File: src/rtl/baoab_pkg.sv
package baoab_pkg;

	// Atom table sizing
	localparam int ATOM_COUNT = 1024;
	localparam int ATOM_W     = 10;
	localparam int MEM_DEPTH  = (ATOM_COUNT < (1 << ATOM_W)) ? ATOM_COUNT : (1 << ATOM_W);
	localparam int MEM_AW     = (MEM_DEPTH > 1) ? $clog2(MEM_DEPTH) : 1;

	// Pipeline: items read the stores in stage 1 and write back in stage 16
	localparam int LAST_STAGE = 16;

	// Request kinds (tuser)
	localparam logic [2:0] REQ_LOAD_VM  = 3'd0;
	localparam logic [2:0] REQ_LOAD_POS = 3'd1;
	localparam logic [2:0] REQ_PHASE1   = 3'd2;
	localparam logic [2:0] REQ_PHASE2   = 3'd3;
	localparam logic [2:0] REQ_PHASE3   = 3'd4;
	localparam logic [2:0] REQ_PHASE4   = 3'd5;

	// Register indexes
	localparam logic [2:0] REG_HALF_STEP     = 3'd0;
	localparam logic [2:0] REG_INV_HALF_STEP = 3'd1;
	localparam logic [2:0] REG_VEL_SCALE     = 3'd2;
	localparam logic [2:0] REG_NOISE_SCALE   = 3'd3;

	localparam logic [31:0] RST_HALF_STEP     = 32'd2147484;
	localparam logic [31:0] RST_INV_HALF_STEP = 32'd131072000;
	localparam logic [31:0] RST_VEL_SCALE     = 32'hFFFF_FFFF;
	localparam logic [31:0] RST_NOISE_SCALE   = 32'd0;

	typedef logic signed [47:0] vec48_t;

	// Product scaling of the multiplier unit
	typedef enum logic [2:0] {
		SH16 = 3'b001,
		SH32 = 3'b010,
		SH56 = 3'b100
	} shift_t;

	typedef struct packed {
		logic [31:0] half_step;
		logic [31:0] inv_half_step;
		logic [31:0] vel_scale;
		logic [31:0] noise_scale;
	} cfg_t;

	// Per-item operation flags, decoded once in stage 1
	typedef struct packed {
		logic kick;
		logic friction;
		logic active;
		logic load_v;
		logic load_p;
		logic upd_pos;
		logic upd_delta;
		logic in_range;
	} op_ctl_t;

	function automatic vec48_t sat48(input logic signed [63:0] x);
		if (x[63:47] == '0 || x[63:47] == '1)
			return x[47:0];
		else if (x[63])
			return 48'sh8000_0000_0000;
		else
			return 48'sh7FFF_FFFF_FFFF;
	endfunction

	function automatic vec48_t add_sat48(input vec48_t a, input vec48_t b);
		logic signed [48:0] s;
		s = 49'(a) + 49'(b);
		if (s[48] != s[47])
			return s[48] ? 48'sh8000_0000_0000 : 48'sh7FFF_FFFF_FFFF;
		return s[47:0];
	endfunction

endpackage

File: src/rtl/baoab_isqrt.sv
// Integer square root of the 32-bit inverse mass, four result bits per stage.
module baoab_isqrt import baoab_pkg::*; (
	input  logic        clk,
	input  logic        en,
	input  logic [31:0] x,
	output logic [15:0] root
);

	localparam int STAGES = 4;
	localparam int STEPS  = 4;

	logic [31:0] x_q [STAGES];
	logic [31:0] r_q [STAGES];

	function automatic logic [63:0] isqrt_steps(input logic [31:0] xi, input logic [31:0] ri,
		input int first);
		logic [31:0] xv, rv, bv;
		xv = xi;
		rv = ri;
		for (int j = 0; j < STEPS; j++) begin
			bv = 32'(1) << (30 - 2 * (first + j));
			if (xv >= rv + bv) begin
				xv = xv - (rv + bv);
				rv = (rv >> 1) + bv;
			end else begin
				rv = rv >> 1;
			end
		end
		return {xv, rv};
	endfunction

	for (genvar g = 0; g < STAGES; g++) begin : g_stage
		logic [31:0] xi, ri;
		logic [63:0] nx;
		if (g == 0) begin : g_first
			assign xi = x;
			assign ri = '0;
		end else begin : g_next
			assign xi = x_q[g-1];
			assign ri = r_q[g-1];
		end
		assign nx = isqrt_steps(xi, ri, g * STEPS);
		always_ff @(posedge clk) begin
			if (en) begin
				x_q[g] <= nx[63:32];
				r_q[g] <= nx[31:0];
			end
		end
	end

	assign root = r_q[STAGES-1][15:0];

endmodule

File: config.mk
export PLATFORM = sky130hd
export DESIGN_NAME = baoab_isqrt
export DESIGN_NICKNAME = d
export VERILOG_FILES = /design/src/rtl/baoab_pkg.sv /design/src/rtl/baoab_isqrt.sv
export SDC_FILE = /design/constraint.sdc
export NUM_CORES = 1
export LEC_CHECK = 0
export ABC_CLOCK_PERIOD_IN_PS = 15000
export BUFFER_PORTS_ARGS = -buffer_cell sky130_fd_sc_hd__buf_2
export CORE_ASPECT_RATIO = 0.7
export CORE_UTILIZATION = 40
export CTS_BUF_LIST = sky130_fd_sc_hd__clkbuf_16
export CTS_CLUSTER_DIAMETER = 120
export DETAILED_ROUTE_END_ITERATION = 7
export HOLD_SLACK_MARGIN = 0.06
export PLACE_DENSITY = 0.65
export RECOVER_POWER = 25
export SLEW_MARGIN = 40
export SYNTH_ARGS = -nofsm -noshare
export SYNTH_HDL_FRONTEND = slang
export SYNTH_SLANG_ARGS = --single-unit
File: constraint.sdc
create_clock -name clk -period 15 [get_ports clk]
set_clock_uncertainty 0.05 [all_clocks]
set_input_delay 3 -clock clk [delete_from_list [all_inputs] [get_ports clk]]
set_output_delay 3 -clock clk [all_outputs]
set_load 0.01 [all_outputs]
==> flow_summary.toml, run 1 <==
[run]
max-cap-violations = 0

[min_path]
hold_path_depth = 0
worst_hold_startpoint = "x_q[0][6]$_DFFE_PP_"
timing.hold.worst.class = "reg -> reg"
holdPathEnd = "x_q[1][6]$_DFFE_PP_"

[worst_setup_path]
worst_r2r_startpoint = "r_q[1][22]$_DFFE_PP_"
reg2reg_slack_ps = 1810
critPathLaunchType = "flop"
cpMaxStageDelayCell = "sky130_fd_sc_hd__o21ai_0"
max_stage_delay_ps = 710
worstPathRequired_ps = 15200
critPathCaptureType = "flop"
worst_path_arrival_ps = 13400
worst-setup-path-type = "reg -> reg"
ff2ff_path_depth = 40
crit_path_frequent_cell = "sky130_fd_sc_hd__nand2_1"
crit-reg2reg-capture = "x_q[2][22]$_DFFE_PP_"
cp_max_fo = 29

[synthesis]
synth-async-reset-ratio_pct = 0
syn-cell-area_sq_um = 16160
synthAdderAreaFrac_pct = 12.39
synthSimpleGateAreaFrac_pct = 23.22
mappedNetlistNets = 2122
synth_enable_flop_cells = 136
synth-compound-area-share_pct = 23.17
synth_cell_type_count = 107
synth_top_family_by_area = "simple AND/OR/NAND/NOR gates"
synth_seq_cells = 136
netlist_instances = 1928
muxShareOfSynthArea_pct = 2.733
synthXorXnorAreaFrac_pct = 8.980
postSynth.topFlopCell = "sky130_fd_sc_hd__edfxtp_1"
ys_seq_area_share_pct = 25.27
yosys_warnings = 0
syn_avg_cell_area_sq_um = 8.383

[sta]
maxSlewViolCount = 0
finalSetupTns_ps = 0
setup_viol = 0
hold_violations = 0
finalCriticalPeriod_ps = 13190
max_slew_margin_pct = 27.05
rsz_0062_raised_after_global_routing = "no"
worst-slew-pin-transition_ps = 1067
max_clock_freq_mhz = 75.79
final_min_period_over_clock_period_pct = 87.96

[grt]
grt_antenna_before_repair = 0
grtUsageMet1_pct = 36.40
via_count_of_the_first_global_routing_pass = 13790
first_pass_grt_wire_length_microns = 77230
grt.total_usage_pct = 23.64
grt_util_met3_pct = 4.132
grt-busiest-layer = "met1"
grt-ovfl-total = 0
routing_usage_on_met2_pct = 34.11
grt_start_max_net_pins = 81

[floorplan]
floorplan.die.height_microns = 170.2
num_rows = 61
fp.dieW_microns = 242.3
start_util_pct = 40.65
floorplan.die_area_sq_um = 41230
core_area_sq_um = 39760
floorplan.io_pins = 50

[layout]
fin_nets = 2140
fillcell_total = 3915
n_antenna_cell = 0
utilization_pct = 43.94
synthToLayoutAreaGrowth_pct = 8.089
post-route-cell-area_sq_um = 17470
layoutNonFillerInstCount = 2493
layout.cells.most_common_list = "sky130_fd_sc_hd__nor2_1, sky130_fd_sc_hd__a21oi_1, sky130_fd_sc_hd__ha_1"
drive_gt1_share_pct = 7.967

[clock_network]
clock-sinks = 136
clk_latency_ps = 450
postCtsResizedCells = 0
clk_pin_slew_ps = 60
holdBufCountCts = 0
cts_htree_levels = 4
ctsRootBufferMaster = "sky130_fd_sc_hd__clkbuf_16"
cts_inserted_buffers = 17
clockBufferDepth = 2
postCtsSetupRepairBufs = 0
clock_tree_from_tritoncts = "built"

[place]
final_hpwl_from_detailed_placement_microns = 40170
total_instance_count_after_detailed_placement = 2462
gp_congestion = 0.9413
placedInstanceArea_sq_um = 16900
place.port_buffers = 49

[route]
vias_post_dr = 15150
totalWireLength_microns = 49250
first_pass_iters = 6
wire_per_inst_microns = 19.75
route.antenna.remaining_nets = 0
avgViaCountPerCell = 6.076
post-route-drc-count = 0
drt_first_iter_violations = 1653

[run_status]
result_of_the_run = "complete, no violations"
## worst max path at each step
stage / startpoint / to / depth (start not counted) / slack, ps
final: r_q[1][22]$_DFFE_PP_ / x_q[2][22]$_DFFE_PP_ / 40 / 1810
after global routing: r_q[1][18]$_DFFE_PP_ / x_q[2][22]$_DFFE_PP_ / 38 / 910
after CTS: x_q[2][26]$_DFFE_PP_ / r_q[3][0]$_DFFE_PP_ / 49 / 2440
after detailed placement: x_q[2][26]$_DFFE_PP_ / r_q[3][0]$_DFFE_PP_ / 49 / 2560
after global placement: x_q[2][26]$_DFFE_PP_ / r_q[3][0]$_DFFE_PP_ / 49 / 2470
after floorplan: x_q[2][26]$_DFFE_PP_ / r_q[3][0]$_DFFE_PP_ / 53 / 4060
## synthesized netlist by cell type, types with 10 or more instances
cell type	number	area share (%)
sky130_fd_sc_hd__nor3b_1	11	0.51
sky130_fd_sc_hd__a21oi_1	174	5.4
sky130_fd_sc_hd__o21a_1	28	1.3
sky130_fd_sc_hd__buf_2	14	0.43
sky130_fd_sc_hd__inv_1	110	2.6
sky130_fd_sc_hd__mux2i_1	16	0.99
sky130_fd_sc_hd__or2_2	16	0.62
sky130_fd_sc_hd__a211o_1	11	0.60
sky130_fd_sc_hd__nor3_1	52	1.6
sky130_fd_sc_hd__and3_1	21	0.81
sky130_fd_sc_hd__nor4_1	31	1.2
sky130_fd_sc_hd__edfxtp_1	136	25
sky130_fd_sc_hd__a31oi_1	20	0.77
sky130_fd_sc_hd__nand3b_1	10	0.46
sky130_fd_sc_hd__xnor2_1	114	6.2
sky130_fd_sc_hd__ha_1	160	12
sky130_fd_sc_hd__a21o_1	42	2.0
sky130_fd_sc_hd__or4_1	15	0.70
sky130_fd_sc_hd__o21bai_1	17	0.79
sky130_fd_sc_hd__and2_1	19	0.74
sky130_fd_sc_hd__xor2_1	48	2.6
sky130_fd_sc_hd__nor2b_1	35	1.4
sky130_fd_sc_hd__nand2_1	138	3.2
sky130_fd_sc_hd__o31ai_1	28	1.3
sky130_fd_sc_hd__clkbuf_1	36	0.84
sky130_fd_sc_hd__a211oi_1	28	1.3
sky130_fd_sc_hd__or3_1	11	0.43
sky130_fd_sc_hd__o211ai_1	16	0.74
sky130_fd_sc_hd__mux2_2	21	1.5
sky130_fd_sc_hd__o21ai_0	88	2.7
sky130_fd_sc_hd__nand3_1	45	1.4
sky130_fd_sc_hd__nor2_1	174	4.0
sky130_fd_sc_hd__and4_1	12	0.65
sky130_fd_sc_hd__nand4_1	36	1.4
sky130_fd_sc_hd__nand2b_1	15	0.58
## state kept, by name, indices dropped and copies added, names as in the netlist
register,cells
x_q,96
r_q,40
## routing by layer
layer	routed length (microns)	vias up
met3	3496	32
met2	19960	515
met1	25380	7299
met5	0	-
li1	-	7302
met4	405	0
## logic make-up (layout without fill, tap and decap cells)
logic type / Yosys count / count (layout)
AO/OA/AOI/OAI: 558 / 558
buffers and inverters: 174 / 204
XOR/XNOR: 164 / 164
flip-flops: 136 / 136
AND/OR/NAND/NOR: 695 / 695
multiplexers: 41 / 41
adder cells (fa/ha/maj): 160 / 160
## through the flow
stage	setup WS, ps	hold WS [ps]
after detailed placement	2561	386.5
after floorplan	4057	376.4
after global routing	905.3	397.4
final	1806	391.4
after CTS	2443	397.0
after global placement	2468	379.5
## worst max-delay path, delay by kind of cell, from the launching register on
kind / cells / cell delay, ps
compound gates: 6 / 2430
fa+ha+maj: 4 / 1510
buf+inv: 5 / 1410
flops: 1 / 510
simple gates: 25 / 7040
## area by class of cell
type                       instances  area, sq um  share of cell area [%]
clock inverter                    14        167.7                  0.9597
inverter                         119        446.7                   2.557
sequential                       136         4084                   23.38
timing repair buffer              54        267.8                   1.533
multi-input combinational       1618        11410                   65.31
clock buffer                      17        425.4                   2.435
tap                              535        669.4                   3.832
Power of run 1 is not shown: default switching activity piles up to over one toggle a cycle in this logic, so the estimate is an artifact.
==> inputs of run 2 (changes only) <==
PLACE_DENSITY = 0.63   (was 0.65)
==> run 2 against run 1 <==
Compared with the run above: via count up 0.50%; cell count up 0.12%; largest cell class unchanged; wire length up 6.0%; critical path depth unchanged; sequential cell count unchanged; global-route usage up 1.5 points; non-clock buffer count up 2; die area unchanged; sequential share of layout area about the same; register-to-register slack worse by 480 ps; maximum frequency down 3.5%.
==> flow_summary.toml, run 2 (same netlist as run 1, synthesis figures left out) <==
[layout]
fillcell_total = 3873
synthToLayoutAreaGrowth_pct = 8.035
layoutNonFillerInstCount = 2496
largest_register_ff_count = 96
layout.cells.most_common_list = "sky130_fd_sc_hd__nor2_1, sky130_fd_sc_hd__a21oi_1, sky130_fd_sc_hd__ha_1"
drive_gt1_share_pct = 8.108
fin_nets = 2142
utilization_pct = 43.91
n_antenna_cell = 0
register_with_the_most_flip_flops = "x_q"
register_area_sq_um = 4084
multiInputGateArea_sq_um = 11400
layout_top_registers = "x_q: 96 flops, r_q: 40 flops"

[route]
vias_post_dr = 15220
wire_per_inst_microns = 20.91
totalWireLength_microns = 52180
drt_first_iter_violations = 1857
avgViaCountPerCell = 6.099
first_pass_iters = 6
post-route-drc-count = 0
route.antenna.remaining_nets = 0

[clock_network]
clock-sinks = 136
clk_latency_ps = 450
ctsRootBufferMaster = "sky130_fd_sc_hd__clkbuf_16"
holdBufCountCts = 0
clock_tree_from_tritoncts = "built"
postCtsResizedCells = 0
clk_pin_slew_ps = 70
cts_htree_levels = 4
clockBufferDepth = 2
cts_inserted_buffers = 17
postCtsSetupRepairBufs = 0

[place]
gp_congestion = 0.9521
place.port_buffers = 49
final_hpwl_from_detailed_placement_microns = 42190
total_instance_count_after_detailed_placement = 2464

[worst_setup_path]
max_stage_delay_ps = 990
cp_max_fo = 29
critPathLaunchType = "flop"
worstPathRequired_ps = 15200
cpMaxStageDelayCell = "sky130_fd_sc_hd__a211oi_1"
critPathCaptureType = "flop"
worst_path_arrival_ps = 13870
worst-setup-path-type = "reg -> reg"

[floorplan]
num_rows = 61
floorplan.io_pins = 50
floorplan.die.height_microns = 170.2
fp.dieW_microns = 242.3
core_area_sq_um = 39760
floorplan.die_area_sq_um = 41230
start_util_pct = 40.65

[grt]
grt.total_usage_pct = 25.16
grt-ovfl-total = 0
via_count_of_the_first_global_routing_pass = 13540
grt_start_max_net_pins = 71
grt_antenna_before_repair = 0
first_pass_grt_wire_length_microns = 80140

[sta]
worst-slew-pin-transition_ps = 1189
finalSetupTns_ps = 0
maxSlewViolCount = 0
final_min_period_over_clock_period_pct = 91.14
hold_violations = 0
finalCriticalPeriod_ps = 13670
rsz_0062_raised_after_global_routing = "no"
max_slew_margin_pct = 20.25
setup_viol = 0
max_clock_freq_mhz = 73.15

[run]
max-cap-violations = 0

[min_path]
timing.hold.worst.class = "reg -> reg"

[run_status]
result_of_the_run = "complete, no violations"
-- run 2: worst max-delay path: cells and delay by family (launching register included) --
kind                     cells  cell delay [ps]
buffers and inverters        6             1250
adder cells (fa/ha/maj)      4             1710
AO/OA/AOI/OAI                7             3530
AND/OR/NAND/NOR             23             6370
flip-flops                   1              550
-- run 2: through the flow --
step	area, sq um	hold WS, ps	setup WS, ps
after floorplan	16160	376.4	4057
after global placement	16900	381.6	2174
after detailed placement	16910	389.5	1785
after CTS	17480	405.3	1722
after global routing	17460	413.2	700.3
final	17460	401.8	1329
-- run 2: final cells by class --
| type | count | share of cell area [%] |
|---|---|---|
| Clock buffer | 17 | 2.436 |
| Clock inverter | 15 | 0.8240 |
| Inverter | 119 | 2.558 |
| Multi-Input combinational cell | 1618 | 65.31 |
| Sequential cell | 136 | 23.39 |
| Tap cell | 535 | 3.833 |
| Timing Repair Buffer | 56 | 1.655 |
-- run 2: final timing paths --
path                   startpoint                    to  slack, ps  depth (start not counted)
min reg2reg  r_q[2][11]$_DFFE_PP_   r_q[3][7]$_DFFE_PP_        400                          0
max reg2reg  r_q[1][21]$_DFFE_PP_  x_q[2][22]$_DFFE_PP_       1330                         40
max          r_q[1][21]$_DFFE_PP_  x_q[2][22]$_DFFE_PP_       1330                         40
min          r_q[2][11]$_DFFE_PP_   r_q[3][7]$_DFFE_PP_        400                          0
-- run 2: metal layers --
metal | up-vias | part of all wire, % | track usage (%) | wire, microns
li1 | 7302 | - | - | -
met1 | 7199 | 52 | 39.95 | 26890
met2 | 683 | 36 | 32.28 | 18910
met3 | 39 | 11 | 7.128 | 5756
met4 | 0 | 1.2 | 5.091 | 633
met5 | - | 0 | 0 | 0
Power of run 2 is left out for the same reason.
